===== src/design/pfa_pkg.sv =====
// Package: shared constants, types and codes for the page frame allocator.
`default_nettype none
package pfa_pkg;
  localparam int FRAMES_DEF    = 16;
  localparam int PAGE_BITS_DEF = 16;

  localparam logic [1:0] OP_LOAD   = 2'd0;
  localparam logic [1:0] OP_ACCESS = 2'd1;
  localparam logic [1:0] OP_FREE   = 2'd2;
  localparam logic [1:0] OP_IGNORE = 2'd3;

  localparam logic [2:0] ST_RESIDENT = 3'd0;
  localparam logic [2:0] ST_LOADED   = 3'd1;
  localparam logic [2:0] ST_EVICTED  = 3'd2;
  localparam logic [2:0] ST_ABSENT   = 3'd3;
  localparam logic [2:0] ST_FREED    = 3'd4;

  localparam logic [1:0] AM_FIRST = 2'd0;
  localparam logic [1:0] AM_BEST  = 2'd1;
  localparam logic [1:0] AM_WORST = 2'd2;
  localparam logic [1:0] AM_NEXT  = 2'd3;

  localparam logic REG_ALLOC = 1'b0;
  localparam logic REG_REPL  = 1'b1;

  typedef enum logic [3:0] {
    S_IDLE, S_FIND, S_DECIDE, S_EVICT, S_PICK, S_PLACE, S_TOUCH, S_FREE, S_OUT
  } state_t;

  // controller -> datapath
  typedef struct packed {
    logic take;       // latch request
    logic find_step;  // scan one frame for a match
    logic pick_init;  // start a free-frame scan
    logic pick_step;  // scan one frame for a free slot
    logic evict;      // release victim frame
    logic place;      // install page into chosen frame
    logic touch;      // move frame to LRU tail
    logic do_free;    // release found frame
    logic rm_step;    // one compaction step of list removal
    logic rm_fifo;    // compaction also covers the FIFO list
    logic set_res;    // set result fields for the case at hand
    logic [2:0] res_status;
  } cmd_t;

  // datapath -> controller
  typedef struct packed {
    logic find_done;
    logic found;
    logic pick_done;
    logic pick_ok;
    logic rm_done;
    logic [1:0] op;
    logic lru_mode;
    logic has_res;
  } stat_t;
endpackage
`default_nettype wire


===== src/design/page_frame_allocator_with_replacement.sv =====
// Top level: page frame allocator with FIFO / LRU replacement.
//
//  channel   dir  handshake        payload
//  s_axis    in   tvalid/tready    tdata[1:0] opcode, [17:2] page_number
//  m_axis    out  tvalid/tready    tdata[2:0] status, [6:3] frame, [22:7] writeback_page
//                                  tuser[0] writeback_valid
//  cfg       in   cfg_we           cfg_idx, cfg_data
//
// Each request runs a frame-by-frame search loop, then as needed a free-frame
// scan and list compaction, each looping in a sequencer state.
// Reset (rst, synchronous) empties every frame at once. One request at a
// time; the result beat holds until taken, then the next request is taken.
`default_nettype none
module page_frame_allocator_with_replacement #(
  parameter int FRAMES    = pfa_pkg::FRAMES_DEF,
  parameter int PAGE_BITS = pfa_pkg::PAGE_BITS_DEF
) (
  input  wire logic        clk,
  input  wire logic        rst,
  input  wire logic        s_axis_tvalid,
  output logic             s_axis_tready,
  input  wire logic [23:0] s_axis_tdata,   // opcode, page_number
  output logic             m_axis_tvalid,
  input  wire logic        m_axis_tready,
  output logic [23:0]      m_axis_tdata,   // status, frame, writeback_page
  output logic             m_axis_tuser,   // writeback_valid
  input  wire logic        cfg_we,
  input  wire logic        cfg_idx,
  input  wire logic [1:0]  cfg_data
);
  import pfa_pkg::*;
  cmd_t  cmd;
  stat_t st;
  logic  busy, in_fire, out_fire;
  logic [2:0] r_status;
  logic [3:0] r_frame;
  logic       r_wbv;
  logic [PAGE_BITS-1:0] r_wbp;

  // opcode 3 is swallowed without a result
  assign in_fire  = s_axis_tvalid && s_axis_tready && s_axis_tdata[1:0] != OP_IGNORE;
  assign s_axis_tready = !busy;
  assign out_fire = m_axis_tvalid && m_axis_tready;

  pfa_ctrl u_ctrl (
    .clk, .rst, .in_fire, .out_fire, .st, .cmd, .busy, .res_valid(m_axis_tvalid)
  );

  pfa_datapath #(.FRAMES(FRAMES), .PAGE_BITS(PAGE_BITS)) u_dp (
    .clk, .rst, .cmd, .st,
    .in_op(s_axis_tdata[1:0]), .in_page(s_axis_tdata[17:2]),
    .cfg_we, .cfg_idx, .cfg_data,
    .res_status(r_status), .res_frame(r_frame), .res_wbv(r_wbv), .res_wbp(r_wbp)
  );

  assign m_axis_tdata = {1'b0, 16'(r_wbp), r_frame, r_status};
  assign m_axis_tuser = r_wbv;
endmodule
`default_nettype wire


===== src/design/pfa_ctrl.sv =====
// Controller: sequences lookup, eviction, placement, list update and free.
`default_nettype none
module pfa_ctrl (
  input  wire logic          clk,
  input  wire logic          rst,
  input  wire logic          in_fire,
  input  wire logic          out_fire,
  input  wire pfa_pkg::stat_t st,
  output pfa_pkg::cmd_t      cmd,
  output logic               busy,
  output logic               res_valid
);
  import pfa_pkg::*;
  state_t state, state_next;

  always_ff @(posedge clk) begin
    if (rst) state <= S_IDLE;
    else     state <= state_next;
  end

  always_comb begin
    cmd = '0;
    state_next = state;
    busy = (state != S_IDLE);
    res_valid = (state == S_OUT);
    unique case (state)
      S_IDLE: if (in_fire) begin
        cmd.take = 1'b1;
        state_next = S_FIND;
      end
      S_FIND: begin
        cmd.find_step = 1'b1;
        if (st.find_done) state_next = S_DECIDE;
      end
      S_DECIDE: begin
        cmd.pick_init = 1'b1;
        if (st.op == OP_FREE) begin
          if (st.found) state_next = S_FREE;
          else begin
            cmd.set_res = 1'b1;
            cmd.res_status = ST_ABSENT;
            state_next = S_OUT;
          end
        end else if (st.found) begin
          cmd.set_res = 1'b1;
          cmd.res_status = ST_RESIDENT;
          state_next = S_TOUCH;
        end else state_next = S_PICK;
      end
      S_PICK: begin
        cmd.pick_step = 1'b1;
        if (st.pick_done) begin
          if (st.pick_ok) begin
            cmd.set_res = 1'b1;
            cmd.res_status = ST_LOADED;
            state_next = S_PLACE;
          end else state_next = S_EVICT;
        end
      end
      S_EVICT: begin
        cmd.rm_step = 1'b1;
        cmd.rm_fifo = 1'b1;
        if (st.rm_done) begin
          cmd.evict = 1'b1;
          cmd.set_res = 1'b1;
          cmd.res_status = ST_EVICTED;
          state_next = S_PLACE;
        end
      end
      S_PLACE: begin
        cmd.place = 1'b1;
        state_next = S_TOUCH;
      end
      S_TOUCH: begin
        if (st.op == OP_ACCESS && st.lru_mode && st.has_res) begin
          cmd.rm_step = 1'b1;
          if (st.rm_done) begin
            cmd.touch = 1'b1;
            state_next = S_OUT;
          end
        end else state_next = S_OUT;
      end
      S_FREE: begin
        cmd.rm_step = 1'b1;
        cmd.rm_fifo = 1'b1;
        if (st.rm_done) begin
          cmd.do_free = 1'b1;
          cmd.set_res = 1'b1;
          cmd.res_status = ST_FREED;
          state_next = S_OUT;
        end
      end
      S_OUT: if (out_fire) state_next = S_IDLE;
      default: state_next = S_IDLE;
    endcase
  end
endmodule
`default_nettype wire


===== src/design/pfa_datapath.sv =====
// Datapath: frame table, order lists, scan counters and result registers.
`default_nettype none
module pfa_datapath #(
  parameter int FRAMES    = pfa_pkg::FRAMES_DEF,
  parameter int PAGE_BITS = pfa_pkg::PAGE_BITS_DEF
) (
  input  wire logic                 clk,
  input  wire logic                 rst,
  input  wire pfa_pkg::cmd_t        cmd,
  output pfa_pkg::stat_t            st,
  input  wire logic [1:0]           in_op,
  input  wire logic [15:0]          in_page,
  input  wire logic                 cfg_we,
  input  wire logic                 cfg_idx,
  input  wire logic [1:0]           cfg_data,
  output logic [2:0]                res_status,
  output logic [3:0]                res_frame,
  output logic                      res_wbv,
  output logic [PAGE_BITS-1:0]      res_wbp
);
  import pfa_pkg::*;
  localparam int FW = $clog2(FRAMES);
  localparam int CW = $clog2(FRAMES + 1);
  localparam logic [CW-1:0] FR_C = CW'(FRAMES);
  localparam logic [FW-1:0] LAST = FW'(FRAMES - 1);

  logic [1:0] alloc_mode;
  logic       repl_mode;
  logic [FRAMES-1:0] used;
  logic [PAGE_BITS-1:0] fpage [FRAMES];
  logic [FW-1:0] fifo [FRAMES];
  logic [FW-1:0] lru [FRAMES];
  logic [CW-1:0] count;
  logic [FW-1:0] nptr;

  logic [1:0] op;
  logic [PAGE_BITS-1:0] page;
  logic [CW-1:0] scan;      // frame scan index (find/pick)
  logic [FW-1:0] tgt;       // found / chosen frame
  logic          found;
  logic          pick_ok;
  logic [FW-1:0] best;
  logic [CW-1:0] best_len, run_len;
  logic [FW-1:0] run_start;
  // list removal: read index, write index per list
  logic [CW-1:0] rd, wr, wr_f;
  logic [FW-1:0] rm_f;

  logic [FW-1:0] si, pi;
  assign si = scan[FW-1:0];
  assign pi = FW'((CW+1)'(nptr) + (CW+1)'(scan) >= (CW+1)'(FRAMES) ?
              (CW+1)'(nptr) + (CW+1)'(scan) - (CW+1)'(FRAMES) :
              (CW+1)'(nptr) + (CW+1)'(scan));

  // head of the active order list, held before compaction moves it
  logic [FW-1:0] victim;
  assign rm_f = (!found && op != OP_FREE && !pick_ok) ? victim : tgt;

  assign st.find_done = (scan == FR_C) || found;
  assign st.found     = found;
  assign st.pick_done = (scan == FR_C) || (pick_ok && alloc_mode != AM_WORST);
  assign st.pick_ok   = pick_ok || (alloc_mode == AM_WORST && best_len != '0);
  assign st.rm_done   = (rd == count);
  assign st.op        = op;
  assign st.lru_mode  = repl_mode;
  assign st.has_res   = (count != '0);

  logic wf_end;
  always_comb wf_end = (scan == FR_C);

  always_ff @(posedge clk) begin
    if (rst) begin
      alloc_mode <= AM_FIRST;
      repl_mode  <= 1'b0;
      used  <= '0;
      count <= '0;
      nptr  <= '0;
    end else begin
      if (cfg_we) begin
        unique case (cfg_idx)
          REG_ALLOC: alloc_mode <= cfg_data;
          REG_REPL:  repl_mode  <= cfg_data[0];
          default: ;
        endcase
      end
      if (cmd.evict) begin
        used[victim] <= 1'b0;
        count <= count - 1'b1;
      end
      if (cmd.do_free) begin
        used[tgt] <= 1'b0;
        count <= count - 1'b1;
      end
      if (cmd.place) begin
        used[tgt] <= 1'b1;
        if (count < FR_C) begin
          fifo[count[FW-1:0]] <= tgt;
          lru[count[FW-1:0]]  <= tgt;
          count <= count + 1'b1;
        end
        if (alloc_mode == AM_NEXT) nptr <= (tgt == LAST) ? '0 : tgt + 1'b1;
      end
    end
    // removal compaction over both lists (touch: LRU only)
    if (cmd.rm_step && rd != count) begin
      rd <= rd + 1'b1;
      if (lru[rd[FW-1:0]] != rm_f) begin
        lru[wr[FW-1:0]] <= lru[rd[FW-1:0]];
        wr <= wr + 1'b1;
      end
      if (cmd.rm_fifo && fifo[rd[FW-1:0]] != rm_f) begin
        fifo[wr_f[FW-1:0]] <= fifo[rd[FW-1:0]];
        wr_f <= wr_f + 1'b1;
      end
    end
    if (cmd.touch) lru[FW'(count - 1'b1)] <= tgt;
    if (cmd.take) begin
      op <= in_op;
      page <= PAGE_BITS'(in_page);
      scan <= '0;
      found <= 1'b0;
      rd <= '0;
      wr <= '0;
      wr_f <= '0;
    end
    if (cmd.find_step && !found && scan != FR_C) begin
      if (used[si] && fpage[si] == page) begin
        found <= 1'b1;
        tgt <= si;
      end else scan <= scan + 1'b1;
    end
    if (cmd.pick_init) begin
      scan <= '0;
      pick_ok <= 1'b0;
      best_len <= '0;
      run_len <= '0;
      best <= '0;
      run_start <= '0;
      rd <= '0;
      wr <= '0;
      wr_f <= '0;
      victim <= repl_mode ? lru[0] : fifo[0];
    end
    if (cmd.pick_step && !wf_end) begin
      if (alloc_mode == AM_WORST) begin
        if (!used[si]) begin
          if (run_len == '0) run_start <= si;
          run_len <= run_len + 1'b1;
          if (run_len + 1'b1 > best_len) begin
            best_len <= run_len + 1'b1;
            best <= (run_len == '0) ? si : run_start;
          end
        end else run_len <= '0;
        scan <= scan + 1'b1;
      end else if (!pick_ok) begin
        if (!used[(alloc_mode == AM_NEXT) ? pi : si]) begin
          pick_ok <= 1'b1;
          tgt <= (alloc_mode == AM_NEXT) ? pi : si;
        end else scan <= scan + 1'b1;
      end
    end
    if (cmd.pick_step && wf_end && alloc_mode == AM_WORST && best_len != '0) begin
      tgt <= best;
      pick_ok <= 1'b1;
    end
    if (cmd.evict) tgt <= victim;
    if (cmd.place) fpage[tgt] <= page;
    if (cmd.set_res) begin
      res_status <= cmd.res_status;
      unique case (cmd.res_status)
        ST_ABSENT: begin
          res_frame <= '0;
          res_wbv <= 1'b0;
          res_wbp <= '0;
        end
        ST_EVICTED: begin
          res_frame <= 4'(victim);
          res_wbv <= 1'b1;
          res_wbp <= fpage[victim];
        end
        ST_FREED: begin
          res_frame <= 4'(tgt);
          res_wbv <= 1'b1;
          res_wbp <= fpage[tgt];
        end
        ST_LOADED: begin
          // worst fit settles its choice in this same cycle
          res_frame <= 4'((alloc_mode == AM_WORST) ? best : tgt);
          res_wbv <= 1'b0;
          res_wbp <= '0;
        end
        default: begin
          res_frame <= 4'(tgt);
          res_wbv <= 1'b0;
          res_wbp <= '0;
        end
      endcase
    end
  end
endmodule
`default_nettype wire


===== config.mk =====
export PLATFORM = sky130hd
export DESIGN_NAME = page_frame_allocator_with_replacement
export DESIGN_NICKNAME = d
export VERILOG_FILES = /design/src/design/pfa_pkg.sv /design/src/design/page_frame_allocator_with_replacement.sv /design/src/design/pfa_ctrl.sv /design/src/design/pfa_datapath.sv
export SDC_FILE = /design/constraint.sdc
export NUM_CORES = 1
export LEC_CHECK = 0
export BUFFER_PORTS_ARGS = -buffer_cell sky130_fd_sc_hd__buf_2
export CAP_MARGIN = 25
export CORE_MARGIN = 3
export CORE_UTILIZATION = 50
export CTS_CLUSTER_SIZE = 14
export DETAILED_ROUTE_END_ITERATION = 8
export PLACE_DENSITY = 0.69
export SLEW_MARGIN = 20
export SYNTH_ARGS = -nofsm -noshare
export SYNTH_HDL_FRONTEND = slang
export SYNTH_SLANG_ARGS = --single-unit

===== constraint.sdc =====
create_clock -name clk -period 3.8 [get_ports clk]
set_input_delay 0.76 -clock clk [delete_from_list [all_inputs] [get_ports clk]]
set_output_delay 0.76 -clock clk [all_outputs]
set_load 0.1 [all_outputs]

== Word level (Yosys, flattened, before mapping) ==
Memory sizes are Yosys's and may differ from the RTL's. A register that Yosys moved wholly into a read port is not among the register bits.
Index checks and enable logic that the tools add are counted.

* Register bits: 122
* Bits in writable memories: 384
* Input port bits: 32
* Output and inout port bits: 27
* Word-level logic and storage cells: 260
* Memories kept: 3

{| class="wikitable"
|+ Memory list
! name !! depth !! width !! read ports !! clocked after memory_dff !! wr ports !! line !! source
|-
| u_dp.fpage || 16 || 16 || 3 || 3 || 1 || pfa_datapath.sv:30 || <nowiki>logic [PAGE_BITS-1:0] fpage [FRAMES];</nowiki>
|-
| u_dp.fifo || 16 || 4 || 2 || 1 || 1 || pfa_datapath.sv:31 || <nowiki>logic [FW-1:0] fifo [FRAMES];</nowiki>
|-
| u_dp.lru || 16 || 4 || 2 || 1 || 1 || pfa_datapath.sv:32 || <nowiki>logic [FW-1:0] lru [FRAMES];</nowiki>
|}

* Add/subtract/negate cells: 10
* $lt $le $gt $ge: 9
* Equal/unequal tests: 32
* Mux-type cells: 132
* Bitwise gates (word level): 6
* Reductions and logical operators: 44

{| class="wikitable"
|+ Operators by type and width
! cell !! count
|-
| two-way mux 4 bit || 52
|-
| two-way mux 5 bit || 21
|-
| two-way mux 16 bit || 5
|-
| two-way mux 1 bit || 43
|-
| one-hot mux 4 bit (9 select lines) || 1
|-
| bitwise AND 16 bit || 2
|-
| inverter 16 bit || 2
|-
| one-hot mux 16 bit (2 select lines) || 1
|-
| adder 5 x 1 -> 5 bit (second input constant) || 6
|-
| logical AND 1 bit || 20
|-
| less-than comparator 4 x 5 -> 1 bit (second input constant) || 4
|-
| equality test 16 bit || 1
|-
| equality test 4 x 3 -> 1 bit (second input constant) || 4
|-
| OR 16 bit || 1
|-
| one-hot mux 4 bit (4 select lines) || 1
|-
| inequality test 2 bit (second input constant) || 7
|-
| one-hot mux 4 bit (3 select lines) || 1
|-
| OR reduction 4 bit || 3
|-
| AND reduction 2 bit || 5
|-
| nonzero test 5 bit || 2
|-
| binary-select mux 1 bit (select 4 bit) || 2
|-
| demux 1 bit (select 4 bit) || 2
|-
| equality test 4 x 2 -> 1 bit (second input constant) || 2
|-
| equality test 4 bit (second input constant) || 2
|-
| other kinds (31) || 43
|}

== Longest topological paths before layout ==
* Depth in word-level cells: 14
* Gate-level depth with buffers: 15
* Mapped depth without buffers: 12

== Hierarchy ==
From an unflattened synthesis, not the netlist that was laid out.

* Cells, all modules: 1856
* Area, all modules: 27805.4 µm²

{| class="wikitable"
|+ By module, submodules not included
! module !! times used !! cells an instance !! area an instance (µm²) !! seq. area each (µm²)
|-
| pfa_datapath || 1 || 1773 || 27188.6 || 14473.9
|-
| pfa_ctrl || 1 || 77 || 585.6 || 80.1
|-
| page_frame_allocator_with_replacement || 1 || 6 || 31.3 || 0.0
|}

== Worst setup path before layout ==
Ideal clock, no wire load.

* Kind: register to register
* Start: reg u_ctrl.state[3]
* End: reg u_ctrl.state[2]
* Setup time: 0.132 ns
* Arrival: 4.586 ns
* Data required time: 3.668 ns
* Slack: -0.918 ns
* Stages on the path, launching flop included: 11
* Path buffers: 1
* Period minus slack after synthesis: 4.718 ns
* Cells stage by stage: dfxtp_1 > clkbuf_1 > inv_1 > nor4_1 > nand2b_1 > o21ai_0 > or4_1 > nor2_1 > mux2_2 > o211ai_1 > a21oi_1

* Elaborated cells on any way between the ends: 21
* Those cells by class: eq/ne: 13; mux: 1; reduce/logical: 7

{| class="wikitable"
|+ RTL lines
! item !! line !! source
|-
| start, declared || pfa_ctrl.sv:14 || <nowiki>state_t state, state_next;</nowiki>
|-
| start signal, assigned || pfa_ctrl.sv:18 || <nowiki>else state <= state_next;</nowiki>
|-
| equality test 4 bit * || pfa_ctrl.sv:25 || <nowiki>res_valid = (state == S_OUT);</nowiki>
|-
| net m_axis_tvalid || page_frame_allocator_with_replacement.sv:23 || <nowiki>output logic m_axis_tvalid,</nowiki>
|-
| logical AND 1 bit || page_frame_allocator_with_replacement.sv:43 || <nowiki>assign out_fire = m_axis_tvalid && m_axis_tready;</nowiki>
|-
| inequality test 2 x 1 -> 1 bit (no line) || n/a ||
|-
| AND reduction 5 bit (no line) || n/a ||
|}

Mark *: on every way through the listed nets, which the timed path passes. The rest lies on a longest branch.
A chain may end at the register's enable or synchronous reset.

==> summary.txt <==
Layout
  – Final Core Density: 57.8%
  – Area grow syn2layout: 13.4%
  – Most frequent cells in the layout: edfxtp_1 (430), mux4_2 (250), nand2_1 (119), nor2_1 (80), buf_4 (74)
  – Final #Nets: 1800
  – Post-route non-filler standard cell count: 2460
  – Share of cells above drive strength 1: 30.4%
  – Fin area: 29200 µm²
  – Most common cell after layout, fill and taps aside: edfxtp_1

Timing
  – Final max-slew violation count: 0
  – Final hold vios: 0
  – Hold slack: 0.317 ns
  – Max Clk Rate: 269 MHz
  – Final setup TNS: 0 ns
  – Setup Skew: 0.0263 ns
  – Setup WS post-layout: 0.0767 ns
  – Fin crit period: 3.72 ns
  – Worst slew pin tran: 0.925 ns
  – RSZ-0062 raised after global routing: true
  – Endpoints failing setup: 0
  – Max_slew headroom: 37.5%
  – Period utilization: 98.0%

Routing
  – Via density: 6.55
  – Drc violations: 0
  – Final antenna-violating net count: 0
  – Drt pass-1 iters: 6
  – Routed WL: 67600 µm
  – DRT iter0 DRCs: 2005
  – Wire length per cell: 27.5 µm
  – Vias after detailed routing: 16100

Global route
  – Vias in the first global route: 16100
  – GRT Overall Usage: 25.1%
  – Initial antenna violation count: 0
  – Pin count of the biggest net entering global routing: 72
  – First-pass GRT wire length: 102000 µm
  – Total gr overflow: 0

Logic synthesis
  – Post-synthesis async set-or-reset flop share: 0%
  – Synth Flop Type: edfxtp_1
  – Post-synth EDFFs: 430
  – Syn Inst Count: 1656
  – Netlist cell types: 78
  – Register area share after synthesis: 56.6%
  – Synth Net Count: 1714
  – Syn avg cell area: 15.5 µm²
  – Synth Register Bits: 512
  – Synthesized area: 25700 µm²
  – Yosys warnings: 0

Die
  – DIE AREA: 54200 µm²
  – # IOs: 59
  – Core Area: 50500 µm²
  – Die width: 233 µm
  – Initial Util: 50.9%
  – Die height: 233 µm
  – Cell Rows: 82

Place
  – Post-DP HPWL: 44000 µm
  – Placed cells: 2358
  – Placer Congestion: 0.917
  – Post-Place Cell Area: 27200 µm²
  – Buffers on Ports: 51
  – Pre-CTS setup slack: 0.0222 ns

Min path
  – Min-delay worst type: primary input to register

Setup path
  – CP Launch Type: register
  – Critical path capture point type: register
  – Required @ worst endpoint: 4.10 ns
  – Critical Path Fanout Max: 29
  – Arr. time, crit path: 4.02 ns
  – Critical path type: register to register

Pwr
  – Max VDD drop: 0.549 mV
  – Pwr Density: 592 nW/µm²
  – Leak pwr: 9.59 nW
  – Power Total: 17.3 mW

Clocking
  – Clock buffer depth: 3
  – Num CTS Buffers: 54
  – Hold buffer count at cts: 0
  – CTS H-tree lvls: 2
  – CTS tree: built
  – Root buf cell: clkbuf_16
  – Clock sink count: 512
  – Worst-Skew Late Latency: 0.62 ns
  – Clk slew on worst S/H paths: 0.06 ns

Outcome
  – Outcome: completed

Run
  – Max cap viols: 0
## layout make-up
cell class | count | area (µm²)
sequential | 512 | 14600
clock buffer | 65 | 1440
tap | 672 | 841
fill | 3832 | 21300
timing repair buffer | 141 | 1160
antenna | 1 | 2.50
inverter | 50 | 188
multi-input combinational | 983 | 10500
clock inverter | 36 | 449
## cells in the mapped netlist, drive strengths merged (3+ instances only)
cell type  instances  area share (%)
nand3             27            0.53
and4               3            0.11
nand4              7            0.17
edfxtp           430              50
xnor2             22            0.75
o31ai              4            0.16
and3              12            0.29
nor4               7            0.29
a222oi             3            0.12
clkbuf            62            0.91
dfxtp             82             6.4
o21ai             53             1.0
nand2b            16            0.42
buf               49             1.1
a21oi             61             1.2
a21boi             4            0.13
mux2              18            0.80
o22ai              3           0.073
a311oi             3            0.13
nand2            119             1.7
a221oi             9            0.36
a211o              3            0.10
a22oi             17            0.50
or2                9            0.23
a31oi              6            0.15
inv               50            0.73
ha                25             1.2
xor2              17            0.58
nor3              25            0.51
o22a               7            0.24
nor2              91             1.3
mux2i             59             2.3
mux4             250              22
nor2b             14            0.34
o221ai            24            0.82
a22o              18            0.61
nor3b              4            0.12
and2              11            0.27
## final timing paths
path	startpoint	end	slack, ns	depth (start not counted)
setup / recovery	register	u_dp.fifo[6][2]	0.08	10
hold / removal	s_axis_tdata[13]	u_dp.page[11]	0.32	1
setup reg to reg	register	u_dp.fifo[6][2]	0.08	10
hold reg to reg	u_dp.best_len[4]	u_dp.best_len[4]	0.46	2
## where the power goes
group / internal, mW / total, mW / leakage [nW] / switching [mW]
registers: 6.52 / 6.87 / 4.56 / 0.353
clock network: 3.39 / 5.64 / 0.925 / 2.25
logic: 2.17 / 4.75 / 4.10 / 2.58
## cells by family (layout without fill, tap and decap cells)
group	Yosys count	count (layout)	synth area share (%)
DFF	512	512	56.6
and+or+nand+nor	357	357	6.80
muxes	327	327	25.0
AOI/OAI and AO/OA	233	233	6.19
buffers and inverters	161	292	2.74
xor gates and xnor gates	39	39	1.33
adders and majority gates	26	26	1.29
other	1	2	0.0146
## timing repair
item                                    in CTS  in global routing
resized for setup                            1                 15
setup buffers                                0                  0
endpoints found under the setup margin       4                 70
## registers in the layout, summed over array words and instances, names as in the netlist, 16 cells and up, named ones only
name and flops:
u_dp.res_wbp 16, u_dp.fifo 64, u_dp.page 16, u_dp.lru 64, u_dp.used 16, u_dp.fpage 256
## layer usage
| layer | GRT usage, % | routed length (µm) | vias to the layer above | share of wire, % |
|---|---|---|---|---|
| met1 | 34.2 | 26300 | 8233 | 39 |
| met2 | 40.2 | 32900 | 841 | 49 |
| li1 | - | - | 6880 | - |
| met5 | 0 | 0 | - | 0 |
| met3 | 5.63 | 6150 | 157 | 9.1 |
| met4 | 8.60 | 2230 | 0 | 3.3 |
## worst max-delay path, cell delays in order (launching register included)
cell and delay [ns]:
dfxtp_2 0.34, buf_12 0.23, mux4_2 0.56, mux4_2 0.52
xnor2_1 0.15, nor4_1 0.30, buf_4 0.18, nor4_4 0.05
buf_4 0.23, a32oi_1 0.57, nor2_1 0.25
Note: power is estimated with default switching activity, not from simulation.
